<file path="src/rtl/xpt_pkg.sv">
// ----------------------------------------------------------------------------
// xpt_pkg
// Shared constants, register indexes and the popcount function for the
// XNOR-popcount threshold packing core.
// ----------------------------------------------------------------------------
`default_nettype none

package xpt_pkg;

  localparam int MAX_KERNEL_BITS_DEF = 4096;
  localparam int WORD_BITS           = 32;
  localparam int POS_W               = 5;
  localparam int THR_W               = 16;

  localparam int KB_REG_W  = 13;
  localparam int OC_REG_W  = 11;
  localparam int OFS_REG_W = 5;
  localparam int CFG_IDX_W = 2;
  localparam int CFG_DAT_W = 13;

  localparam logic [KB_REG_W-1:0]  KERNEL_BITS_RST      = 13'd32;
  localparam logic [OC_REG_W-1:0]  OUT_CHANNELS_RST     = 11'd32;
  localparam logic [OFS_REG_W-1:0] FIRST_OUT_OFFSET_RST = 5'd0;

  localparam logic [CFG_IDX_W-1:0] REG_KERNEL_BITS      = 2'd0;
  localparam logic [CFG_IDX_W-1:0] REG_OUT_CHANNELS     = 2'd1;
  localparam logic [CFG_IDX_W-1:0] REG_FIRST_OUT_OFFSET = 2'd2;

  // One entry of the result queue.
  typedef struct packed {
    logic                 stream_select;
    logic [WORD_BITS-1:0] packed_word;
    logic                 run_end;
  } result_t;

  // Adder tree over the 32 bits, five levels deep.
  function automatic logic [5:0] popcount32(input logic [31:0] v);
    logic [1:0] l1 [16];
    logic [2:0] l2 [8];
    logic [3:0] l3 [4];
    logic [4:0] l4 [2];
    for (int i = 0; i < 16; i++) begin
      l1[i] = {1'b0, v[2*i]} + {1'b0, v[2*i+1]};
    end
    for (int i = 0; i < 8; i++) begin
      l2[i] = {1'b0, l1[2*i]} + {1'b0, l1[2*i+1]};
    end
    for (int i = 0; i < 4; i++) begin
      l3[i] = {1'b0, l2[2*i]} + {1'b0, l2[2*i+1]};
    end
    for (int i = 0; i < 2; i++) begin
      l4[i] = {1'b0, l3[2*i]} + {1'b0, l3[2*i+1]};
    end
    return {1'b0, l4[0]} + {1'b0, l4[1]};
  endfunction

endpackage

`default_nettype wire

</file>
<file path="src/rtl/xnor_popcount_threshold_pack_core.sv">
// ----------------------------------------------------------------------------
// xnor_popcount_threshold_pack_core
// Binary convolution engine for two time steps sharing one weight set:
// XNOR-popcount accumulation, signed thresholding and MSB-first bit packing.
// ----------------------------------------------------------------------------
// Each request carries one weight word and one activation word per time step.
// A request is registered on acceptance and processed once the result queue
// has room. The block takes one request per cycle unless it stalls. A request
// that closes a channel may produce up to two packed words (first time step
// before second), and the output delivers one word per cycle unless out_stall
// is high; a four-entry result queue absorbs this, and the input stalls while
// a held request finds fewer than two free queue entries. A write to one of
// the three configuration registers restarts the run: sums, word counter and
// both packers clear, and the packer positions reload from the registers.
`default_nettype none

module xnor_popcount_threshold_pack_core
  import xpt_pkg::*;
#(
  parameter int MAX_KERNEL_BITS = MAX_KERNEL_BITS_DEF
) (
  input  wire logic                    clk,
  input  wire logic                    rst,
  // Configuration
  input  wire logic                    cfg_write,
  input  wire logic [CFG_IDX_W-1:0]    cfg_index,
  input  wire logic [CFG_DAT_W-1:0]    cfg_data,
  // Input channel
  input  wire logic                    in_valid,
  output logic                         in_stall,
  input  wire logic [WORD_BITS-1:0]    act_word_first,
  input  wire logic [WORD_BITS-1:0]    act_word_second,
  input  wire logic [WORD_BITS-1:0]    weight_word,
  input  wire logic signed [THR_W-1:0] threshold,
  input  wire logic                    final_channel,
  // Output channel
  output logic                         out_valid,
  input  wire logic                    out_stall,
  output logic                         stream_select,
  output logic [WORD_BITS-1:0]         packed_word,
  output logic                         run_end
);

  localparam int SUM_W     = $clog2(MAX_KERNEL_BITS + 1);
  localparam int CMP_W     = (SUM_W + 1 > THR_W) ? SUM_W + 1 : THR_W;
  localparam int MAX_WORDS = (MAX_KERNEL_BITS + WORD_BITS - 1) / WORD_BITS;
  localparam int WC_W      = ($clog2(MAX_WORDS) > 0) ? $clog2(MAX_WORDS) : 1;
  localparam int Q_DEPTH   = 4;
  localparam int Q_PTR_W   = $clog2(Q_DEPTH);
  localparam int Q_CNT_W   = $clog2(Q_DEPTH + 1);

  // Configuration registers
  logic [KB_REG_W-1:0]  kernel_bits, kernel_bits_next;
  logic [OC_REG_W-1:0]  out_channels, out_channels_next;
  logic [OFS_REG_W-1:0] first_out_offset, first_out_offset_next;
  logic                 cfg_hit;

  // Input register
  logic                    s_valid;
  logic [WORD_BITS-1:0]    s_act_first;
  logic [WORD_BITS-1:0]    s_act_second;
  logic [WORD_BITS-1:0]    s_weight;
  logic signed [THR_W-1:0] s_threshold;
  logic                    s_final;

  // Run state
  logic [SUM_W-1:0]     sum_first, sum_second;
  logic [WC_W-1:0]      word_count;
  logic [WORD_BITS-1:0] pack_first, pack_second;
  logic [POS_W-1:0]     pos_first, pos_second;

  // Result queue
  result_t              q_mem [Q_DEPTH];
  logic [Q_PTR_W-1:0]   q_wr_ptr, q_rd_ptr;
  logic [Q_CNT_W-1:0]   q_count;

  logic in_accept, proc, q_pop;

  // Datapath signals
  logic [31:0]              kb_eff;
  logic [WC_W:0]            words;
  logic [POS_W-1:0]         rem;
  logic                     last;
  logic [WORD_BITS-1:0]     mask;
  logic [SUM_W-1:0]         sum_first_new, sum_second_new;
  logic signed [CMP_W-1:0]  thr_ext, sum_first_ext, sum_second_ext;
  logic                     bit_first, bit_second;
  logic [WORD_BITS-1:0]     snap_first, snap_second;
  logic                     full_first, full_second;
  logic                     emit_first, emit_second;
  result_t                  res_first, res_second;

  // ---------------- configuration ----------------
  always_comb begin
    kernel_bits_next      = kernel_bits;
    out_channels_next     = out_channels;
    first_out_offset_next = first_out_offset;
    cfg_hit               = 1'b0;
    if (cfg_write) begin
      unique case (cfg_index)
        REG_KERNEL_BITS: begin
          kernel_bits_next = cfg_data[KB_REG_W-1:0];
          cfg_hit          = 1'b1;
        end
        REG_OUT_CHANNELS: begin
          out_channels_next = cfg_data[OC_REG_W-1:0];
          cfg_hit           = 1'b1;
        end
        REG_FIRST_OUT_OFFSET: begin
          first_out_offset_next = cfg_data[OFS_REG_W-1:0];
          cfg_hit               = 1'b1;
        end
        default: cfg_hit = 1'b0;
      endcase
    end
  end

  always_ff @(posedge clk) begin
    if (rst) begin
      kernel_bits      <= KERNEL_BITS_RST;
      out_channels     <= OUT_CHANNELS_RST;
      first_out_offset <= FIRST_OUT_OFFSET_RST;
    end else begin
      kernel_bits      <= kernel_bits_next;
      out_channels     <= out_channels_next;
      first_out_offset <= first_out_offset_next;
    end
  end

  // ---------------- handshake ----------------
  assign proc      = s_valid && (q_count <= Q_CNT_W'(Q_DEPTH - 2));
  assign in_stall  = s_valid && !proc;
  assign in_accept = in_valid && !in_stall;
  assign q_pop     = out_valid && !out_stall;

  always_ff @(posedge clk) begin
    if (rst) begin
      s_valid <= 1'b0;
    end else if (in_accept) begin
      s_valid <= 1'b1;
    end else if (proc) begin
      s_valid <= 1'b0;
    end
  end

  always_ff @(posedge clk) begin
    if (in_accept) begin
      s_act_first  <= act_word_first;
      s_act_second <= act_word_second;
      s_weight     <= weight_word;
      s_threshold  <= threshold;
      s_final      <= final_channel;
    end
  end

  // ---------------- datapath ----------------
  always_comb begin
    if (kernel_bits == '0) begin
      kb_eff = 32'd1;
    end else if (32'(kernel_bits) > 32'(MAX_KERNEL_BITS)) begin
      kb_eff = 32'(MAX_KERNEL_BITS);
    end else begin
      kb_eff = 32'(kernel_bits);
    end
    words = (WC_W + 1)'((kb_eff + 32'd31) >> 5);
    rem   = kb_eff[POS_W-1:0];
    last  = (({1'b0, word_count} + (WC_W + 1)'(1)) >= words);

    // The closing word of a channel counts only its top bits.
    if (last && (rem != '0)) begin
      mask = ~({WORD_BITS{1'b1}} >> rem);
    end else begin
      mask = {WORD_BITS{1'b1}};
    end

    sum_first_new  = sum_first +
                     SUM_W'(popcount32(~(s_act_first ^ s_weight) & mask));
    sum_second_new = sum_second +
                     SUM_W'(popcount32(~(s_act_second ^ s_weight) & mask));

    thr_ext        = CMP_W'(s_threshold);
    sum_first_ext  = $signed({{(CMP_W - SUM_W){1'b0}}, sum_first_new});
    sum_second_ext = $signed({{(CMP_W - SUM_W){1'b0}}, sum_second_new});
    bit_first      = (sum_first_ext >= thr_ext);
    bit_second     = (sum_second_ext >= thr_ext);

    snap_first  = pack_first | (WORD_BITS'(bit_first) << (5'd31 - pos_first));
    snap_second = pack_second | (WORD_BITS'(bit_second) << (5'd31 - pos_second));
    full_first  = (pos_first == 5'd31);
    full_second = (pos_second == 5'd31);
    emit_first  = last && (full_first || (s_final && (snap_first != '0)));
    emit_second = last && (full_second || (s_final && (snap_second != '0)));

    res_first.stream_select  = 1'b0;
    res_first.packed_word    = snap_first;
    res_first.run_end        = !emit_second;
    res_second.stream_select = 1'b1;
    res_second.packed_word   = snap_second;
    res_second.run_end       = 1'b1;
  end

  always_ff @(posedge clk) begin
    if (rst) begin
      sum_first   <= '0;
      sum_second  <= '0;
      word_count  <= '0;
      pack_first  <= '0;
      pack_second <= '0;
      pos_first   <= FIRST_OUT_OFFSET_RST;
      pos_second  <= FIRST_OUT_OFFSET_RST + OUT_CHANNELS_RST[POS_W-1:0];
    end else if (cfg_hit) begin
      sum_first   <= '0;
      sum_second  <= '0;
      word_count  <= '0;
      pack_first  <= '0;
      pack_second <= '0;
      pos_first   <= first_out_offset_next;
      pos_second  <= first_out_offset_next + out_channels_next[POS_W-1:0];
    end else if (proc) begin
      if (!last) begin
        sum_first  <= sum_first_new;
        sum_second <= sum_second_new;
        word_count <= word_count + WC_W'(1);
      end else begin
        sum_first  <= '0;
        sum_second <= '0;
        word_count <= '0;
        if (s_final) begin
          // End of run: both packers start over from the registers.
          pack_first  <= '0;
          pack_second <= '0;
          pos_first   <= first_out_offset;
          pos_second  <= first_out_offset + out_channels[POS_W-1:0];
        end else begin
          pack_first  <= full_first ? '0 : snap_first;
          pack_second <= full_second ? '0 : snap_second;
          pos_first   <= pos_first + 5'd1;
          pos_second  <= pos_second + 5'd1;
        end
      end
    end
  end

  // ---------------- result queue ----------------
  logic [1:0] q_push_cnt;

  always_comb begin
    q_push_cnt = '0;
    if (proc) begin
      q_push_cnt = {1'b0, emit_first} + {1'b0, emit_second};
    end
  end

  always_ff @(posedge clk) begin
    if (proc) begin
      if (emit_first) begin
        q_mem[q_wr_ptr] <= res_first;
        if (emit_second) begin
          q_mem[q_wr_ptr + Q_PTR_W'(1)] <= res_second;
        end
      end else if (emit_second) begin
        q_mem[q_wr_ptr] <= res_second;
      end
    end
  end

  always_ff @(posedge clk) begin
    if (rst) begin
      q_wr_ptr <= '0;
      q_rd_ptr <= '0;
      q_count  <= '0;
    end else begin
      q_wr_ptr <= q_wr_ptr + Q_PTR_W'(q_push_cnt);
      if (q_pop) begin
        q_rd_ptr <= q_rd_ptr + Q_PTR_W'(1);
      end
      q_count <= q_count + Q_CNT_W'(q_push_cnt) - Q_CNT_W'(q_pop);
    end
  end

  assign out_valid     = (q_count != '0);
  assign stream_select = q_mem[q_rd_ptr].stream_select;
  assign packed_word   = q_mem[q_rd_ptr].packed_word;
  assign run_end       = q_mem[q_rd_ptr].run_end;

endmodule

`default_nettype wire
</file>
<file path="config.mk">
export PLATFORM = sky130hd
export DESIGN_NAME = xnor_popcount_threshold_pack_core
export DESIGN_NICKNAME = d
export VERILOG_FILES = /design/src/rtl/xpt_pkg.sv /design/src/rtl/xnor_popcount_threshold_pack_core.sv
export SDC_FILE = /design/constraint.sdc
export NUM_CORES = 1
export LEC_CHECK = 0
export ABC_AREA = 1
export BUFFER_PORTS_ARGS = -buffer_cell sky130_fd_sc_hd__buf_2
export CAP_MARGIN = 0
export CELL_PAD_IN_SITES_DETAIL_PLACEMENT = 0
export CELL_PAD_IN_SITES_GLOBAL_PLACEMENT = 1
export CORE_ASPECT_RATIO = 1.75
export CORE_MARGIN = 10
export CORE_UTILIZATION = 52
export CTS_BUF_LIST = sky130_fd_sc_hd__clkbuf_8
export CTS_CLUSTER_SIZE = 14
export DETAILED_ROUTE_END_ITERATION = 10
export GPL_ROUTABILITY_DRIVEN = 0
export PLACE_DENSITY = 0.93
export REMOVE_ABC_BUFFERS = 1
export SYNTH_ARGS = -nofsm -noshare
export SYNTH_HDL_FRONTEND = slang
export SYNTH_SLANG_ARGS = --single-unit
</file>
<file path="constraint.sdc">
create_clock -name clk -period 23.9 [get_ports clk]
set_input_delay 2.39 -clock clk [delete_from_list [all_inputs] [get_ports clk]]
set_output_delay 2.39 -clock clk [all_outputs]
set_load 0.005 [all_outputs]
</file>
After elaboration in Yosys (flattened, before gate mapping)
Memory sizes are Yosys's and may differ from the RTL's. A register that Yosys moved wholly into a read port is not among the register bits.
Cells that the tools add are included.
- register bits: 251
- bits in writable memories: 136
- input bits: 133
- output and inout bits: 36
- logic and storage cells: 190
- memories kept: 1
- add/subtract/negate cells: 79
- $lt $le $gt $ge: 5
- eq/ne operators: 4
- shifts and indexed selects: 3
- multiplexer cells: 40
- bitwise operators: 10
- reduce and logical (&&, ||, !) cells: 29
- memory list (memory ; depth ; width ; read ports ; clocked after memory_dff ; write ports ; RTL line ; text):
    q_mem ; 4 ; 34 ; 1 ; 1 ; 2 ; xnor_popcount_threshold_pack_core.sv:73 ; result_t q_mem [Q_DEPTH];
- operators with widths (operator ; count):
    $mux 32 ; 5
    $not 32->32 ; 3
    $add 1x1->2 ; 33
    $and 32x32->32 ; 2
    $or 32x32->32 ; 2
    $reduce_bool 32->1 ; 2
    $shl 1x5->32 ; 2
    $xor 32x32->32 ; 2
    $mux 5 ; 12
    $mux 13 ; 4
    $add 2x2->3 ; 16
    $mux 34 ; 1
    $add 3x3->4 ; 8
    $ge 14x16->1 ; 2
    $shr 32x5->32 const A ; 1
    $add 13x6->13 ; 2
    $add 4x4->5 ; 4
    $mux 1 ; 14
    $add 13x5->13 const B ; 1
    $gt 13x13->1 const B ; 1
    $logic_not 13->1 ; 1
    $add 5x5->6 ; 2
    $add 5x1->5 const B ; 2
    $add 5x5->5 ; 2
    25 further kinds ; 46

Depth between registers and ports, before layout
Gate-level depths: netlist of the first run.
- depth in word-level cells: 26
- mapped depth: 83
- depth with buffers taken out: 81

Least setup slack after synthesis of the first run
OpenSTA, ideal clock, no wires.
- path kind: reg-to-reg
- start: register kernel_bits[8]
- end: memory q_mem[1][10] (netlist bit) (enable)
- library setup time: 390 ps
- arrival time: 11289 ps
- data required time: 23510 ps
- slack: 12222 ps
- cell stages (with the launch flop): 74
- buffers on the path: 3
- period minus slack after synthesis: 11678 ps
- cell sequence: dfxtp_1 -> nor4_1 -> nand3_1 -> nand2_2 -> inv_4 -> nor2_4 -> inv_2 -> nand2_2 -> nor2_1 -> nand2_2 -> nand2_1 -> nor2_1 -> inv_2 -> nor2_2 -> inv_2 -> nor2_4 -> inv_2 -> nor2_2 -> [38 not listed] -> nand3_2 -> buf_4 -> nand2_1 -> inv_2 -> nand3_1 -> o21bai_1 -> inv_1 -> nand3_1 -> nor2_1 -> nand3_1 -> nand2_1 -> inv_1 -> ha_1 -> nand2_2 -> nand2_4 -> nand2_4 -> buf_8 -> nand2_1
- RTL lines (what ; RTL line ; text):
    start, declared ; xnor_popcount_threshold_pack_core.sv:53 ; logic [KB_REG_W-1:0] kernel_bits, kernel_bits_next;
    start signal, assigned ; xnor_popcount_threshold_pack_core.sv:124 ; kernel_bits <= kernel_bits_next;
    end, declared ; xnor_popcount_threshold_pack_core.sv:73 ;

==> results of run 1 <==
[layer usage]
| metal | global-route usage [%] | up-vias |
|---|---|---|
| met5 | 0 | - |
| met4 | 16.7 | 2 |
| met3 | 3.69 | 215 |
| met2 | 45.0 | 685 |
| met1 | 22.3 | 8053 |
| li1 | - | 8261 |
[path summary, 6_finish.rpt]
| check | start | end | slack (ns) | cells after the start |
|---|---|---|---|---|
| max reg2reg | kernel_bits[7] | q_mem[1][1] | 9.70 | 71 |
| min reg2reg | q_mem[1][33] | q_mem[1][33] | 0.46 | 2 |
| min | q_mem[1][33] | q_mem[1][33] | 0.46 | 2 |
| max | kernel_bits[7] | q_mem[1][1] | 9.70 | 71 |
[final cells by class]
class | instances | share of cell area [%]
inverter | 290 | 4.61
tap | 550 | 2.91
sequential | 389 | 43.1
antenna | 1 | 0.0106
multi-input combinational | 1616 | 40.3
clock inverter | 45 | 1.73
timing repair buffer | 185 | 4.10
clock buffer | 55 | 3.20
[worst max-delay path: cells and delay by family, from the launching register on]
family / cells / cell delay [ns]
buf+inv: 14 / 1.77
xor+xnor: 1 / 0.15
flops: 1 / 0.31
compound gates: 6 / 1.38
simple gates: 39 / 5.49
fa+ha+maj: 11 / 4.69
[power breakdown]
| part | leakage (uW) | switching (uW) | internal (uW) |
|---|---|---|---|
| registers | 0.00363 | 22.3 | 750 |
| clock network | 0.000622 | 263 | 303 |
| logic | 0.00575 | 1640 | 1100 |
[synth_stat cells, drive strengths merged, types with 3 or more instances]
| cell type | count |
|---|---|
| a21o | 3 |
| or2 | 3 |
| o21bai | 21 |
| a22oi | 20 |
| fa | 55 |
| clkbuf | 64 |
| a211oi | 13 |
| edfxtp | 241 |
| a21boi | 7 |
| o21a | 5 |
| nand4 | 17 |
| ha | 83 |
| nand3 | 88 |
| inv | 289 |
| a21oi | 117 |
| nor2 | 250 |
| o31ai | 3 |
| dfxtp | 148 |
| nor3 | 5 |
| nand2 | 471 |
| xnor2 | 62 |
| xor2 | 40 |
| o22ai | 39 |
| a31oi | 6 |
| o21ai | 290 |
| buf | 29 |
[registers in the layout (all words and copies together), names as in the netlist, 2 cells and up, named ones only]
register,cells
sum_second,13
out_channels,5
q_count,3
q_rd_ptr,2
q_mem,136
s_weight,32
s_act_first,32
pack_second,32
sum_first,13
s_threshold,16
kernel_bits,13
word_count,7
q_wr_ptr,2
pos_first,5
s_act_second,32
pack_first,32
pos_second,5
first_out_offset,5
[kinds of logic (layout without fill, tap and decap cells)]
group	after synthesis	after routing	share of synthesized area (%)
AOI/OAI and AO/OA	533	533	13.9
buffers and inverters	383	575	7.45
muxes	2	2	0.0940
DFF	389	389	47.9
xor gates and xnor gates	102	102	4.19
other	0	1	0
adders and majority gates	138	138	10.0
and+or+nand+nor	841	841	16.5
[through the flow]
stage / worst slack, ns / hold slack (ns) / total power, uW
6_report: 9.70 / 0.456 / 4080
5_1_grt: 8.42 / 0.482 / 4590
4_1_cts: 9.76 / 0.455 / 4120
3_5_place_dp: 9.80 / 0.437 / 3520
3_3_place_gp: 10.05 / 0.435 / 3410
2_1_floorplan: 11.26 / 0.424 / 2820
==> flow_summary.ini, run 1 <==
[final_layout]
multi_input_area_sq_um = 9530
fin_area_sq_um = 23600
fin_util_pct = 58.1
num-fill-cells = 3665
final_cells = 3131
ff_latch_area_sq_um = 10200
layout-drive-gt1-share_pct = 12.4
final_nets = 2808
area_growth_pct = 11.0
mostFrequentLayoutCells = nand2_1 (461), inv_1 (287), edfxtp_1 (241), nor2_1 (230), o21ai_0 (183)
final_common_cell = nand2_1

[global_routing]
grt_util_all_layers_pct = 23.5
antenna_found_initial = 2
grt_first_pass_wirelength_mm = 93.6
grt_pass1_vias = 17900
grt_max_degree = 81
gr-total-overflow = 0

[timing]
finalHoldViolations = 0
finalSetupTns_ns = 0
setup_violations = 0
period_share_pct = 59.4
rsz0062_at_grt = false
fin_skew_ns = 0.0286
finalMaxSlewViolations = 0
worstMarginPinSlew_ns = 1.40
relSlewSlack_pct = 6.67
max_clock_freq_ghz = 0.0704
fin_crit_ns = 14.20

[floorplanning]
die_area_sq_um = 49800
core-area_sq_um = 40700
rows = 98
io_pins = 169
die_height_um = 288
start_util_pct = 52.3
fp.dieW_um = 173

[drt]
via_per_inst = 5.50
wl_per_cell_um = 19.0
vias = 17200
drc = 0
postRouteAntennaNets = 0
wl_met3_mm = 3.44
met1_length_mm = 19.5
wl_met2_mm = 32.3
highest_layer = met5
drtIter0Drc = 1057
finalWirelength_mm = 59.4
firstDrtPassIters = 6

[clock_tree]
clkLatencyLatePin_ns = 0.64
numCtsBuffers = 55
cts_hold_buf = 0
cts_resized = 0
clockRootBuffer = clkbuf_8
post-cts-setup-buffers = 0
cts.sinks = 389
cts_tree = built
cts_max_level = 2
cts_buffer_depth = 3
cts.reportedPaths.clkPinSlew_ns = 0.07

[worst_setup_path]
worst-path-max-fanout = 45
cp_slowest_cell = fa_1
startpoint_type = flip-flop
critPathKind = reg -> reg
slowest_delay_ns = 0.57
worstSetupEndpointType = flip-flop
crit_arrival_ns = 14.47
required_ns = 24.17

[yosys]
syn-cell-area_sq_um = 21300
yosysWarningCount = 0
ys_types = 55
syn_area_per_cell_sq_um = 8.92
synth_top_area_share_pct = 34.0
synth_seq_area_share_pct = 47.9
synth.largest_area_cell = edfxtp_1
ys_seq_elements = 389
ys.flop_type = edfxtp_1
synth_edf_count = 241
netlist_instances = 2388
synthArstFlopShare_pct = 0
synthTopCellsByArea = edfxtp_1 (34%), dfxtp_1 (14%), nand2_1 (8.1%)

[place]
hpwlAfterDp_mm = 43.9
dpl-instance-area_sq_um = 22500
portBuffers = 168
dp_cells = 3030

[power_and_ir_drop]
p_per_area_nw_per_um2 = 172
ir_worst_vdd_v = 0.000302
p_leak_uw = 0.0100

[status]
status = finished, final reports clean

[flow_run]
maxCapViolations = 0

[worst_hold_path]
min-delay-path-class = reg -> reg
Power figures use the tool's default switching activity.
==> run 2: changes to the inputs <==
--- a/config.mk
+++ b/config.mk
@@ -12,12 +12,12 @@
 export CELL_PAD_IN_SITES_GLOBAL_PLACEMENT = 1
 export CORE_ASPECT_RATIO = 1.75
 export CORE_MARGIN = 10
-export CORE_UTILIZATION = 52
+export CORE_UTILIZATION = 43
 export CTS_BUF_LIST = sky130_fd_sc_hd__clkbuf_8
 export CTS_CLUSTER_SIZE = 14
 export DETAILED_ROUTE_END_ITERATION = 10
 export GPL_ROUTABILITY_DRIVEN = 0
-export PLACE_DENSITY = 0.93
+export PLACE_DENSITY = 0.83
 export REMOVE_ABC_BUFFERS = 1
 export SYNTH_ARGS = -nofsm -noshare
 export SYNTH_HDL_FRONTEND = slang
==> constraint.sdc (replaced) <==
create_clock -name clk -period 12 [get_ports clk]
set_input_delay 1.2 -clock clk [delete_from_list [all_inputs] [get_ports clk]]
set_output_delay 1.2 -clock clk [all_outputs]
set_load 0.005 [all_outputs]
==> run 2 against run 1 <==
  * Setup slack worse by 9.5 ns
  * Global-route usage down 3.4 points
  * Worst hold slack better by 0.0044 ns
  * Fmax up 20%
  * Critical endpoint is now q_count[2]
  * Largest cell class is now multi-input combinational cells
==> flow_summary.ini, run 2 (same netlist as run 1, synthesis figures left out) <==
[drt]
via_per_inst = 5.32
postRouteAntennaNets = 0
wl_per_cell_um = 19.9
finalWirelength_mm = 67.9
drc = 0
vias = 18200
drtIter0Drc = 1123
firstDrtPassIters = 6

[floorplanning]
rows = 107
start_util_pct = 43.6
die_height_um = 314
fp.dieW_um = 188
core-area_sq_um = 48900
io_pins = 169
die_area_sq_um = 59200

[power_and_ir_drop]
p_per_area_nw_per_um2 = 329
ir_worst_vdd_v = 0.000721
p_total_uw = 8760
p_leak_uw = 0.0113

[timing]
setup_violations = 0
finalMaxSlewViolations = 0
setup_ws_ns = 0.156
relSlewSlack_pct = 22.9
finalSetupTns_ns = 0
whs_ns = 0.460
fin_crit_ns = 11.84
period_share_pct = 98.7
max_clock_freq_ghz = 0.0844
finalHoldViolations = 0
rsz0062_at_grt = true
fin_skew_ns = 0.0558
worstMarginPinSlew_ns = 1.16

[global_routing]
grt_pass1_vias = 18200
grt_util_all_layers_pct = 20.1
grt_first_pass_wirelength_mm = 95.0
grt_max_degree = 79
gr-total-overflow = 0
antenna_found_initial = 4

[worst_setup_path]
cp_slowest_cell = fa_2
crit_arrival_ns = 12.35
worst-path-max-fanout = 9
critPathKind = reg -> reg
worstSetupEndpointType = flip-flop
startpoint_type = flip-flop
r2r_slack_ns = 0.16
path_common_cell = inv_2
required_ns = 12.50
slowest_delay_ns = 0.59

[place]
place_ws_ns = -0.428
portBuffers = 168
hpwlAfterDp_mm = 45.3

[clock_tree]
cts_buffer_depth = 3
cts.reportedPaths.clkPinSlew_ns = 0.07
numCtsBuffers = 57
clockRootBuffer = clkbuf_8
cts.sinks = 389
clkLatencyLatePin_ns = 0.66
cts_max_level = 2
cts_tree = built

[flow_run]
maxCapViolations = 0

[final_layout]
largest_reg_flops = 136
layout-drive-gt1-share_pct = 23.9
mostFrequentLayoutCells = nand2_1 (423), inv_1 (264), edfxtp_1 (241), nor2_1 (211), buf_2 (168)
final_common_cell = nand2_1
multi_input_area_sq_um = 10300
fin_util_pct = 54.5
num-fill-cells = 4272
area_growth_pct = 25.1
final_nets = 2986
ff_latch_area_sq_um = 10200
regMostFlops = q_mem

[status]
status = finished, final reports clean

[worst_hold_path]
min-delay-path-class = reg -> reg
run 2: cell count changes in the layout (fill, tap and decap cells not counted), sizes merged:
| cell | delta |
|---|---|
| clkinv | +8 |
| clkinvlp | +1 |
| inv | -6 |
| clkbuf | +22 |
| buf | +157 |
run 2: per-layer routing:
layer	part of all wire, %	track usage, %
met5	0.022	0
met4	8.2	11.8
met3	6.1	3.17
met2	54	39.5
met1	31	18.9
run 2: path summary, 6_finish.rpt:
path                  startpoint           to  cells after the start
setup / recovery  kernel_bits[8]   q_count[2]                     76
hold / removal       q_mem[2][0]  q_mem[2][0]                      2
setup reg to reg  kernel_bits[8]   q_count[2]                     76
hold reg to reg      q_mem[2][0]  q_mem[2][0]                      2
run 2: layout make-up:
cell class,instances,area share [%]
Multi-Input combinational cell,1616,38.7
Sequential cell,389,38.3
Timing Repair Buffer,361,10.9
Inverter,290,4.31
Tap cell,654,3.07
Clock buffer,58,3.00
Clock inverter,48,1.70
Antenna cell,1,0.00939
run 2: power breakdown:
part	total, uW	internal, uW	switching [uW]
clock network	1190	633	553
registers	1540	1490	49.7
logic	6030	2550	3480
total	8760	4680	4090
run 2: timing repair:
| action | in CTS | in global routing |
|---|---|---|
| buffers inserted | 5 | 29 |
| cloned | 0 | 26 |
| gates resized for setup | 32 | 264 |
| endpoints found under the setup margin | 259 | 269 |
| hold buffers | 0 | 0 |
| pin swaps | 13 | 61 |
run 2: critical path: cells and delay by family (launching register included):
kind / cells / cell delay, ns
DFF: 1 / 0.33
AOI/OAI and AO/OA: 6 / 0.82
and+or+nand+nor: 36 / 3.63
buffers and inverters: 18 / 1.20
xor gates and xnor gates: 2 / 0.32
adders and majority gates: 14 / 5.40
run 2: stage by stage:
step	area (sq um)	std cells
6_report	26600	3417
5_1_grt	26600	3417
4_1_cts	25000	3361
3_5_place_dp	23600	3250
3_3_place_gp	23600	3250
2_1_floorplan	20800	2295
